[config.mk]
export PLATFORM = sky130hd
export DESIGN_NAME = utli_pos
export DESIGN_NICKNAME = d
export VERILOG_FILES = /design/src/rtl/core/utli_pkg.sv /design/src/rtl/core/utli_pos.sv
export SDC_FILE = /design/constraint.sdc
export NUM_CORES = 2
export LEC_CHECK = 0
export ABC_AREA = 1
export BUFFER_PORTS_ARGS = -buffer_cell sky130_fd_sc_hd__buf_2
export CAP_MARGIN = 20
export CORE_MARGIN = 3
export CORE_UTILIZATION = 35
export CTS_CLUSTER_DIAMETER = 100
export CTS_CLUSTER_SIZE = 20
export DETAILED_ROUTE_END_ITERATION = 10
export GPL_TIMING_DRIVEN = 0
export PLACE_DENSITY_LB_ADDON = 0.3
export SETUP_SLACK_MARGIN = 0.02
export SLEW_MARGIN = 5
export SYNTH_ARGS = -nofsm -noshare
export SYNTH_HDL_FRONTEND = slang
export SYNTH_SLANG_ARGS = --single-unit
[constraint.sdc]
create_clock -name i_clk -period 15.88 [get_ports i_clk]
set_clock_uncertainty 0.15 [all_clocks]
set_input_delay 1.588 -clock i_clk [delete_from_list [all_inputs] [get_ports i_clk]]
set_output_delay 1.588 -clock i_clk [all_outputs]
set_load 0.01 [all_outputs]
[src/rtl/core/utli_pkg.sv]
package utli_pkg;

    localparam int TABLE_DEPTH = 1024;
    localparam int ADDR_W      = $clog2(TABLE_DEPTH);
    localparam int CNT_W       = $clog2(TABLE_DEPTH + 1);
    localparam int FRAC_W      = 16;

    localparam logic CMD_QUERY = 1'b0;
    localparam logic CMD_WRITE = 1'b1;

    localparam logic [1:0] CFG_BASE_ENERGY  = 2'd0;
    localparam logic [1:0] CFG_INVERSE_STEP = 2'd1;
    localparam logic [1:0] CFG_USED_ENTRIES = 2'd2;

    typedef struct packed {
        logic [31:0] base_energy;
        logic [31:0] inverse_step;
        logic [10:0] used_entries;
    } t_cfg;

    // ok: table valid for a query, address in range for a write
    typedef struct packed {
        logic              cmd;
        logic              last;
        logic              ok;
        logic [ADDR_W-1:0] idx;
        logic [FRAC_W:0]   frac;
        logic [31:0]       wr_value;
    } t_pos_item;

    typedef struct packed {
        logic            last;
        logic            ok;
        logic [FRAC_W:0] frac;
        logic [31:0]     v0;
        logic [31:0]     v1;
    } t_blend_item;

endpackage

[src/rtl/core/utli_pos.sv]
module utli_pos (
    input  logic                 i_clk,
    input  logic                 i_rst_n,
    input  utli_pkg::t_cfg       i_cfg,
    input  logic                 i_valid,
    output logic                 o_stall,
    input  logic                 i_cmd,
    input  logic [31:0]          i_energy,
    input  logic [9:0]           i_entry_index,
    input  logic [31:0]          i_entry_value,
    input  logic                 i_batch_last,
    output logic                 o_valid,
    input  logic                 i_stall,
    output utli_pkg::t_pos_item  o_item
);
    import utli_pkg::*;

    logic              st1, st2, st3;
    logic              r_v1, r_v2, r_v3;
    logic [32:0]       diff;
    logic [31:0]       n_pos;
    logic [CNT_W-1:0]  n_cnt;
    logic [CNT_W-1:0]  nm1;
    logic              cfg_ok;
    logic              n_ok1;
    logic [63:0]       prod;
    t_pos_item         n_item;

    logic              r1_cmd, r1_last, r1_ok;
    logic [31:0]       r1_pos;
    logic [ADDR_W-1:0] r1_addr;
    logic [31:0]       r1_value;

    logic              r2_cmd, r2_last, r2_ok;
    logic [31:0]       r2_ipart;
    logic [FRAC_W-1:0] r2_frac;
    logic [ADDR_W-1:0] r2_addr;
    logic [31:0]       r2_value;

    t_pos_item         r3_item;

    assign st3     = r_v3 && i_stall;
    assign st2     = r_v2 && st3;
    assign st1     = r_v1 && st2;
    assign o_stall = st1;
    assign o_valid = r_v3;
    assign o_item  = r3_item;

    always_comb begin
        if (32'(i_cfg.used_entries) > TABLE_DEPTH) begin
            n_cnt = CNT_W'(TABLE_DEPTH);
        end else begin
            n_cnt = CNT_W'(i_cfg.used_entries);
        end
        nm1    = n_cnt - CNT_W'(1);
        cfg_ok = (n_cnt >= CNT_W'(2)) && (i_cfg.inverse_step != 32'd0);
        diff   = {i_energy[31], i_energy} - {i_cfg.base_energy[31], i_cfg.base_energy};
        if (!diff[32] && (diff[31:0] != 32'd0)) begin
            n_pos = diff[31:0];
        end else begin
            n_pos = 32'd0;
        end
        if (i_cmd == CMD_WRITE) begin
            n_ok1 = 32'(i_entry_index) < TABLE_DEPTH;
        end else begin
            n_ok1 = cfg_ok;
        end
    end

    assign prod = 64'(r1_pos) * 64'(i_cfg.inverse_step);

    always_comb begin
        n_item.cmd      = r2_cmd;
        n_item.last     = r2_last;
        n_item.ok       = r2_ok;
        n_item.wr_value = r2_value;
        if (r2_cmd == CMD_WRITE) begin
            n_item.idx  = r2_addr;
            n_item.frac = '0;
        end else if (r2_ipart >= 32'(nm1)) begin
            n_item.idx  = ADDR_W'(n_cnt - CNT_W'(2));
            n_item.frac = {1'b1, {FRAC_W{1'b0}}};
        end else begin
            n_item.idx  = ADDR_W'(r2_ipart);
            n_item.frac = {1'b0, r2_frac};
        end
    end

    always_ff @(posedge i_clk) begin
        if (!i_rst_n) begin
            r_v1 <= 1'b0;
            r_v2 <= 1'b0;
            r_v3 <= 1'b0;
        end else begin
            if (!st1) begin
                r_v1 <= i_valid;
            end
            if (!st2) begin
                r_v2 <= r_v1;
            end
            if (!st3) begin
                r_v3 <= r_v2;
            end
        end
    end

    always_ff @(posedge i_clk) begin
        if (!st1) begin
            r1_cmd   <= i_cmd;
            r1_last  <= i_batch_last;
            r1_ok    <= n_ok1;
            r1_pos   <= n_pos;
            r1_addr  <= ADDR_W'(i_entry_index);
            r1_value <= i_entry_value;
        end
        if (!st2) begin
            r2_cmd   <= r1_cmd;
            r2_last  <= r1_last;
            r2_ok    <= r1_ok;
            r2_ipart <= prod[63:32];
            r2_frac  <= prod[31:32-FRAC_W];
            r2_addr  <= r1_addr;
            r2_value <= r1_value;
        end
        if (!st3) begin
            r3_item <= n_item;
        end
    end

endmodule

==> reports/metrics.csv <==
stage;metric;value;unit
status;status;complete, no violations;
place;place_area;49680;um^2
drt;wl_per_cell;22.37;um
timing;fin_crit_sh;61.79;%
synth;synth_cells;5752;
run;maxCapViolations;0;
clock_tree;cts_root_buf;clkbuf_16;
setup_path;r2r_cells;26;
synth;synth_top_cell_area_share;38.84;%
timing;slew_headroom;11.21;%
min_path;hold_path_class;flip-flop to flip-flop;
synth;async_reset_ff_share;0;%
synth;ys_warn_count;0;
clock_tree;clock_sinks;235;
synth;synth_area;46180;um^2
drt;wirelength;173400;um
timing;finalSetupTns;0;ns
synth;synth_fa_ha_area_share;47.16;%
setup_path;r2r_slack;7.20;ns
setup_path;cp-start-kind;input port;
timing;rsz0062_at_grt;no;
clock_tree;holdBufCountCts;0;
floorplanning;fp.dieW;369.3;um
global_routing;grt_pass1_vias;39047;
synth;ys_seq_area_share;15.21;%
cells_and_area;fill_cells;13597;
synth;synth_compound_area_share;2.774;%
timing;hold_viol;0;
synth;synth_flop_cell;edfxtp_1;
setup_path;cp_max_fo;10;
floorplanning;die_h;369.3;um
synth;syn-num-nets;7110;
floorplanning;io_pins;219;
clock_tree;clk_latency;0.56;ns
place;gp_congestion;1.033;
synth;synth_xor_area_share;1.173;%
setup_path;r2r-start;r1_pos[5]$_SDFFCE_PN0N_;
min_path;hold_path.startpoint;r1_value[25]$_DFFE_PN_;
drt;vias;37518;
cells_and_area;nets;7351;
clock_tree;cts.htree.levels;1;
timing;finalSetupViolCount;0;
synth;yosys.area_share.simple;16.70;%
floorplanning;row_count;132;
synth;synth_top_family_by_area;adder cells;
cells_and_area;fin_area;50400;um^2
synth;synth_edf_count;232;
place;port_buffers;188;
clock_tree;numCtsBuffers;18;
cells_and_area;most-common-layout-cells;inv_1 (1,849), nand2_1 (1,496), fa_1 (896);
synth;synth-seq-cells;235;
global_routing;antenna_found_initial;12;
setup_path;rr_endpoint;r2_ipart[20]$_DFFE_PN_;
floorplanning;die_area;136300;um^2
synth;synth.area.mux_share;0;%
floorplanning;core;130300;um^2
setup_path;cp.arrival;9.96;ns
drt;drc;0;
synth;syn_avg_cell_area;8.029;um^2
drt;drt_iter0_markers;3226;
clock_tree;post_cts_buffers;0;
synth;synth_area_leader_cell;fa_1;
timing;min_period;9.812;ns
setup_path;path_class;input port to flip-flop;
setup_path;end_kind;flip-flop;
min_path;holdPathEnd;r2_value[25]$_DFFE_PN_;
min_path;min_path_cells;0;
synth;synthTopCellsByArea;fa_1 (39%), edfxtp_1 (15%), inv_1 (15%);
cells_and_area;final_common_cell;inv_1;
setup_path;cp.required;16.03;ns
cells_and_area;finish.utilization;38.68;%
setup_path;startpoint;i_cfg[25];
synth;ys_types;47;
global_routing;grt_remaining_overflow;0;
global_routing;grt_pass1_wl;253800;um
clock_tree;clockBufferDepth;3;
floorplanning;start_util;35.44;%
clock_tree;clk_pin_slew;0.08;ns
timing;max_freq;101.9;MHz
cells_and_area;drive_gt1_share;5.079;%
drt;drt-pass1-iter-count;6;
clock_tree;cts_tree;built;
drt;vias_per_cell;4.840;
global_routing;track_usage;25.56;%
drt;drtAntennaViolNets;0;
clock_tree;cts_resized;0;
timing;tightest_slew;1.332;ns
timing;drv_slew;0;
place;dpl.hpwl;148300;um
cells_and_area;area_growth;9.141;%
global_routing;grt_max_degree;65;
## registers in the layout (all words and copies together), names as in the netlist
name and count:
r2_ok 1, r2_ipart 32, r_v1 1, r1_addr 10
r2_addr 10, o_item 62, r1_ok 1, r2_value 32
r2_cmd 1, r2_last 1, o_valid 1, r1_pos 32
r1_value 32, r_v2 1, r1_last 1, r1_cmd 1
r2_frac 16
## metal layers
| layer | wire length [um] | part of all wire, % | vias to the layer above | track usage (%) |
|---|---|---|---|---|
| li1 | - | - | 16740 | - |
| met1 | 68990 | 40 | 18476 | 32.92 |
| met2 | 76740 | 44 | 1911 | 40.69 |
| met3 | 17820 | 10 | 385 | 5.939 |
| met4 | 9767 | 5.6 | 6 | 11.99 |
| met5 | 39 | 0.022 | - | 0 |
## final cells by class
class | count | area [um^2] | share of cell area [%]
Clock inverter | 6 | 88.84 | 0.1762
Tap cell | 1742 | 2180 | 4.324
Antenna cell | 4 | 10.01 | 0.01986
Clock buffer | 26 | 480.5 | 0.9532
Inverter | 1854 | 6964 | 13.82
Buffer | 228 | 883.3 | 1.753
Timing Repair Buffer | 221 | 1450 | 2.877
Sequential cell | 235 | 7027 | 13.94
Multi-Input combinational cell | 3435 | 31320 | 62.14
## synthesized netlist by cell type (14+ instances only)
cell type and n:
nor2_2 14, inv_1 1851, xor2_1 40, nand2_1 1497
xnor2_1 20, a21o_1 15, fa_1 896, edfxtp_1 232
ha_1 307, nand4_1 21, nand3_1 81, a31oi_1 21
clkbuf_1 213, nor3_1 27, nand2_2 19, o21ai_0 51
nor2_1 255, a21oi_1 99
## logic make-up after synthesis
family	count (synthesis)
adders and majority gates	1203
DFF	235
AOI/OAI and AO/OA	223
and+or+nand+nor	1948
xor gates and xnor gates	61
buffers and inverters	2082
## stage by stage
stage	cells	hold slack, ns	setup slack, ns
after global routing	7748	0.2797	5.917
after CTS	7736	0.2660	6.157
after global placement	7682	0.2506	5.528
after detailed placement	7704	0.2545	5.571
after floorplan	5752	0.2503	7.812
final	7751	0.2653	6.068
## worst max-delay path, cell delays in order
cell	delay (ns)
clkbuf_1	0.87
clkbuf_1	0.84
nand2_1	0.10
inv_1	0.12
fa_1	0.41
fa_1	0.53
inv_1	0.07
fa_1	0.46
fa_1	0.52
inv_1	0.06
fa_1	0.55
fa_1	0.43
fa_1	0.47
fa_1	0.67
ha_1	0.37
a21oi_1	0.22
o21ai_0	0.18
o21bai_1	0.24
a21oi_1	0.13
nand2_1	0.17
a21boi_0	0.49
nand3b_1	0.24
nand2_1	0.07
nand2_1	0.06
nand2_1	0.08
## how the worst max path moves through the flow
stage / end / depth (start not counted)
after floorplan: r2_ipart[20]$_DFFE_PN_ / 28
final: r2_ipart[20]$_DFFE_PN_ / 25
after global placement: r2_ipart[20]$_DFFE_PN_ / 25
after CTS: r2_ipart[20]$_DFFE_PN_ / 25
after global routing: r2_ipart[20]$_DFFE_PN_ / 25
after detailed placement: r2_ipart[20]$_DFFE_PN_ / 25
Power is left out: the tool's default activity adds up to more than one toggle a clock period on the data nets, which glitch-free logic cannot reach.
