$ cat src/rtl/core/utli_pkg.sv
package utli_pkg;

    localparam int TABLE_DEPTH = 1024;
    localparam int ADDR_W      = $clog2(TABLE_DEPTH);
    localparam int CNT_W       = $clog2(TABLE_DEPTH + 1);
    localparam int FRAC_W      = 16;

    localparam logic CMD_QUERY = 1'b0;
    localparam logic CMD_WRITE = 1'b1;

    localparam logic [1:0] CFG_BASE_ENERGY  = 2'd0;
    localparam logic [1:0] CFG_INVERSE_STEP = 2'd1;
    localparam logic [1:0] CFG_USED_ENTRIES = 2'd2;

    typedef struct packed {
        logic [31:0] base_energy;
        logic [31:0] inverse_step;
        logic [10:0] used_entries;
    } t_cfg;

    // ok: table valid for a query, address in range for a write
    typedef struct packed {
        logic              cmd;
        logic              last;
        logic              ok;
        logic [ADDR_W-1:0] idx;
        logic [FRAC_W:0]   frac;
        logic [31:0]       wr_value;
    } t_pos_item;

    typedef struct packed {
        logic            last;
        logic            ok;
        logic [FRAC_W:0] frac;
        logic [31:0]     v0;
        logic [31:0]     v1;
    } t_blend_item;

endpackage

$ cat src/rtl/core/utli_blend.sv
module utli_blend (
    input  logic                   i_clk,
    input  logic                   i_rst_n,
    input  logic                   i_valid,
    output logic                   o_stall,
    input  utli_pkg::t_blend_item  i_item,
    output logic                   o_valid,
    input  logic                   i_stall,
    output logic [31:0]            o_interpolated_value,
    output logic                   o_table_ok,
    output logic                   o_result_last
);
    import utli_pkg::*;

    localparam int PROD_W = FRAC_W + 1 + 32;

    logic              st1, st2, st3;
    logic              r_v1, r_v2, r_v3;

    logic              r1_last, r1_ok, r1_up;
    logic [FRAC_W:0]   r1_frac;
    logic [31:0]       r1_v0, r1_delta;

    logic              r2_last, r2_ok, r2_up;
    logic [31:0]       r2_v0;
    logic [PROD_W-1:0] r2_prod;

    logic [PROD_W-1:0] rounded;
    logic [31:0]       step;
    logic [31:0]       n_value;

    logic [31:0]       r3_value;
    logic              r3_ok, r3_last;

    assign st3     = r_v3 && i_stall;
    assign st2     = r_v2 && st3;
    assign st1     = r_v1 && st2;
    assign o_stall = st1;
    assign o_valid = r_v3;

    assign o_interpolated_value = r3_value;
    assign o_table_ok           = r3_ok;
    assign o_result_last        = r3_last;

    // half up in both directions
    always_comb begin
        if (r2_up) begin
            rounded = r2_prod + PROD_W'(32'h8000);
        end else begin
            rounded = r2_prod + PROD_W'(32'h7FFF);
        end
        step = 32'(rounded >> FRAC_W);
        if (!r2_ok) begin
            n_value = 32'd0;
        end else if (r2_up) begin
            n_value = r2_v0 + step;
        end else begin
            n_value = r2_v0 - step;
        end
    end

    always_ff @(posedge i_clk) begin
        if (!i_rst_n) begin
            r_v1 <= 1'b0;
            r_v2 <= 1'b0;
            r_v3 <= 1'b0;
        end else begin
            if (!st1) begin
                r_v1 <= i_valid;
            end
            if (!st2) begin
                r_v2 <= r_v1;
            end
            if (!st3) begin
                r_v3 <= r_v2;
            end
        end
    end

    always_ff @(posedge i_clk) begin
        if (!st1) begin
            r1_last <= i_item.last;
            r1_ok   <= i_item.ok;
            r1_frac <= i_item.frac;
            r1_v0   <= i_item.v0;
            r1_up   <= i_item.v1 >= i_item.v0;
            if (i_item.v1 >= i_item.v0) begin
                r1_delta <= i_item.v1 - i_item.v0;
            end else begin
                r1_delta <= i_item.v0 - i_item.v1;
            end
        end
        if (!st2) begin
            r2_last <= r1_last;
            r2_ok   <= r1_ok;
            r2_up   <= r1_up;
            r2_v0   <= r1_v0;
            r2_prod <= PROD_W'(r1_frac) * PROD_W'(r1_delta);
        end
        if (!st3) begin
            r3_value <= n_value;
            r3_ok    <= r2_ok;
            r3_last  <= r2_last;
        end
    end

endmodule

$ cat config.mk
export PLATFORM = sky130hd
export DESIGN_NAME = utli_blend
export DESIGN_NICKNAME = d
export VERILOG_FILES = /design/src/rtl/core/utli_pkg.sv /design/src/rtl/core/utli_blend.sv
export SDC_FILE = /design/constraint.sdc
export NUM_CORES = 2
export LEC_CHECK = 0
export BUFFER_PORTS_ARGS = -buffer_cell sky130_fd_sc_hd__buf_2
export CORE_MARGIN = 2
export CORE_UTILIZATION = 56
export CTS_CLUSTER_DIAMETER = 60
export CTS_CLUSTER_SIZE = 20
export DETAILED_ROUTE_END_ITERATION = 7
export PLACE_DENSITY = 0.71
export SLEW_MARGIN = 10
export SYNTH_ARGS = -nofsm -noshare
export SYNTH_HDL_FRONTEND = slang
export SYNTH_SLANG_ARGS = --single-unit
$ cat constraint.sdc
create_clock -name i_clk -period 17.9 [get_ports i_clk]
set_clock_uncertainty 0.15 [all_clocks]
set_input_delay 0 -clock i_clk [delete_from_list [all_inputs] [get_ports i_clk]]
set_output_delay 0 -clock i_clk [all_outputs]
set_load 0.05 [all_outputs]
==> qor.txt <==
========================================================================================
Multi-input logic area ....................................................   21400 um^2
Primary FF master, synth .................................................. sky130_fd_sc_hd__edfxtp_1
Startpoint type of the worst setup path ...................................     register
Relative area change from synthesis to final layout .......................        10.7%
Shortest period the worst path allows .....................................      7570 ps
Post-route cell area ......................................................   33500 um^2
Achievable clock frequency ................................................    0.132 GHz
Clk Tree Root Cell ........................................................ sky130_fd_sc_hd__clkbuf_16
Total half-perimeter wirelength after legalization and detailed placement .     62500 um
Max-slew violation total from the final report ............................            0
Crit path max-delay family ................................................  adder cells
Core Area .................................................................   53600 um^2
Die X .....................................................................       236 um
Total track usage .........................................................        30.3%
Area of the die ...........................................................   55900 um^2
CTS clk-pin slew, worst paths .............................................        80 ps
Count of warnings emitted by yosys ........................................            0
Number of DRC violations after detailed routing ...........................            0
Share of flip-flops with an asynchronous set or reset .....................           0%
Register area share after synthesis .......................................        20.2%
Clock tree from TritonCTS .................................................          yes
Path type of the worst setup path ......................................... register to register
Mapped Avg Cell Area ......................................................    9.28 um^2
Final critical-path share of the clock period .............................        42.3%
Worst-Skew Late Latency ...................................................       600 ps
Total of flip-flops plus latches after synthesis ..........................          204
Vias in the first global route ............................................        24851
Initial core utilization ..................................................        56.4%
Drt initial violations ....................................................         1557
Critical path arrival .....................................................      7770 ps
Total placed instance area ................................................   31400 um^2
Maximum single-stage delay on the critical path ...........................       870 ps
Routed Antenna Nets .......................................................            0
H-tree Lvls ...............................................................            1
Synthesized netlist cell count ............................................         3260
First-pass iteration count of the detailed router .........................            5
Top-Level Pins ............................................................          123
EDFF count, synth .........................................................          201
Worst path cell trace ..................................................... nand2_1 > fa_1 > fa_1 > fa_1 > inv_1 > fa_1 > fa_1 > inv_1 > fa_1 > inv_1 > ha_1 > nand2_1 > o311a_1 > a221oi_1 > a31oi_1 > o21bai_1 > a31oi_1 > o21ai_0 > o31ai_1 > xnor2_1
Count of buffering cells on the critical path with inverters included .....            3
Largest area contributor in the netlist ................................... sky130_fd_sc_hd__fa_1
Synth area leaders ........................................................ sky130_fd_sc_hd__fa_1 (30%), sky130_fd_sc_hd__edfxtp_1 (20%), sky130_fd_sc_hd__ha_1 (8.9%), sky130_fd_sc_hd__inv_1 (7.3%), sky130_fd_sc_hd__nand2_1 (5.2%)
Final setup violating endpoints ...........................................            0
Overflow left after global routing ........................................            0
Unrepaired setup endpoints after global routing ...........................        false
Headroom to the max-slew limit ............................................        29.7%
Type of the worst min-delay path .......................................... input pin to register
Port Buf Inserts ..........................................................          122
Synthesized area ..........................................................   30200 um^2
Number of different library cells in the post-synthesis netlist ...........           79
Post-detailed-route wirelength per cell ...................................      20.0 um
Slowest-stage cell, CP .................................................... sky130_fd_sc_hd__edfxtp_1
Global-route wire length before repair ....................................    133000 um
Largest net degree at the start of global routing .........................           54
Standard-cell rows ........................................................           85
Syn_nets ..................................................................         4013
Antenna violations before repair ..........................................            3
WP data required ..........................................................     18100 ps
Total negative setup slack ................................................         0 ps
Total wire length .........................................................     82400 um
Number of antenna repair diodes ...........................................            0
Number of CTS-inserted buffers ............................................           29
Yosys top cell area share .................................................        29.9%
Most frequent CP cell ..................................................... sky130_fd_sc_hd__fa_1
Fillers ...................................................................         4527
Final hold violation count ................................................            0
Number of nets at the end of the flow .....................................         4158
Max Cap Viol ..............................................................            0
Number of buffers inserted to repair setup after CTS ......................            0
Final Hold Slack ..........................................................      28.8 ps
Clock Path Buffers ........................................................            3
Average via count per standard cell .......................................         5.72
Combined flip-flop and latch cell area ....................................    6100 um^2
Clock net sink count ......................................................          204
Endpoint class of the critical path .......................................     register
Slew at the pin with the worst max-slew slack .............................      1050 ps
Vertical die dimension ....................................................       236 um
GP Congestion .............................................................        0.946
Total via count after detailed routing ....................................        23570
Maximum fanout encountered on the critical timing path ....................           17
Result of the run ......................................................... complete, no violations
Fraction of layout instances using a drive strength above 1 ...............        6.83%
========================================================================================
worst paths after layout:
| path | end | startpoint | cells after the start | slack, ps |
|---|---|---|---|---|
| max | r2_prod[45]$_DFFE_PN_ | r1_delta[16]$_DFFE_PN_ | 20 | 10330 |
| min | r1_delta[23]$_DFFE_PN_ | i_item[23] | 4 | 30 |
| max reg2reg | r2_prod[45]$_DFFE_PN_ | r1_delta[16]$_DFFE_PN_ | 20 | 10330 |
| min reg2reg | r2_v0[2]$_DFFE_PN_ | r1_v0[2]$_DFFE_PN_ | 0 | 270 |
synthesized netlist by cell type (all sizes together), types with 46 or more instances:
master	number
xor2	46
nand2	418
o21ai	105
a21oi	152
clkbuf	126
edfxtp	201
nor2	112
xnor2	117
ha	215
and2	236
inv	594
a21o	53
fa	451
flip-flops by register name (all words and copies together), names as in the netlist:
name and cells:
o_valid 1, o_table_ok 1, r2_up 1, r2_ok 1, r_v1 1, r1_v0 32
o_interpolated_value 32, r2_last 1, r1_up 1, r2_prod 48, r_v2 1, r1_last 1
o_result_last 1, r1_delta 32, r1_ok 1, r1_frac 17, r2_v0 32
per-layer routing:
layer  routed length (um)  GRT usage, %  vias to the layer above  share of wire, %
li1                     -             -                    10710                 -
met1                33200          38.7                    11733                40
met2                40300          52.1                      891                49
met3                 4900          3.74                      232               5.9
met4                 3980          13.0                        4               4.8
met5                   32             0                        -             0.039
cell usage in the layout (no fill, tap or decap), types with 8 or more instances in the layout:
cell,n
sky130_fd_sc_hd__inv_1,591
sky130_fd_sc_hd__edfxtp_1,201
sky130_fd_sc_hd__o31ai_1,14
sky130_fd_sc_hd__nor2b_1,28
sky130_fd_sc_hd__mux2_2,8
sky130_fd_sc_hd__o21bai_1,32
sky130_fd_sc_hd__and2_1,236
sky130_fd_sc_hd__nor4_1,11
sky130_fd_sc_hd__nor3_1,33
sky130_fd_sc_hd__and3_1,16
sky130_fd_sc_hd__a21o_1,53
sky130_fd_sc_hd__nand3_1,45
sky130_fd_sc_hd__nand2b_1,18
sky130_fd_sc_hd__fa_1,451
sky130_fd_sc_hd__nand2_1,416
sky130_fd_sc_hd__dlygate4sd3_1,104
sky130_fd_sc_hd__clkbuf_16,29
sky130_fd_sc_hd__o21ai_0,100
sky130_fd_sc_hd__xor2_1,46
sky130_fd_sc_hd__o21a_1,20
sky130_fd_sc_hd__o211ai_1,10
sky130_fd_sc_hd__mux2i_1,18
sky130_fd_sc_hd__a21oi_1,152
sky130_fd_sc_hd__nor2_1,112
sky130_fd_sc_hd__buf_2,122
sky130_fd_sc_hd__nand4_1,25
sky130_fd_sc_hd__xnor2_1,117
sky130_fd_sc_hd__a31oi_1,16
sky130_fd_sc_hd__or3_1,14
sky130_fd_sc_hd__ha_1,215
sky130_fd_sc_hd__buf_4,30
sky130_fd_sc_hd__a211oi_1,15
repair_timing:
| action | in CTS | in global routing |
|---|---|---|
| hold buffers | 104 | 0 |
| setup endpoints to repair | 0 | 0 |
| resized for setup | 0 | 0 |
| endpoints found under the hold margin | 104 | 0 |
metrics by stage:
stage	setup WS, ps	util (%)	instances
after global placement	10490	58.6	3966
after global routing	9920	62.4	4124
after floorplan	11280	-	3260
after CTS	10400	62.4	4124
after detailed placement	10420	58.6	3966
final	10330	62.4	4124
tightest hold or removal path: stages:
cell,delay [ps]
sky130_fd_sc_hd__buf_2,100
sky130_fd_sc_hd__inv_1,50
sky130_fd_sc_hd__ha_1,330
sky130_fd_sc_hd__xnor2_1,170
area by class of cell:
class	count	area share (%)
sequential	204	18.2
clock buffer	31	2.19
tap	696	2.60
clock inverter	23	0.890
multi-input combinational	2320	63.8
timing repair buffer	256	5.61
inverter	594	6.67
logic make-up (layout without fill, tap and decap cells):
kind of cell	count (synthesis)	count (layout)	share of synthesized area [%]
DFF	204	204	20.2
muxes	26	26	0.894
adders and majority gates	666	666	38.8
buffers and inverters	736	904	9.25
and+or+nand+nor	984	984	16.1
xor gates and xnor gates	163	163	4.72
AOI/OAI and AO/OA	481	481	10.2
Power is left out: the tool's default activity adds up to more than one toggle a clock period on the data nets, which glitch-free logic cannot reach.
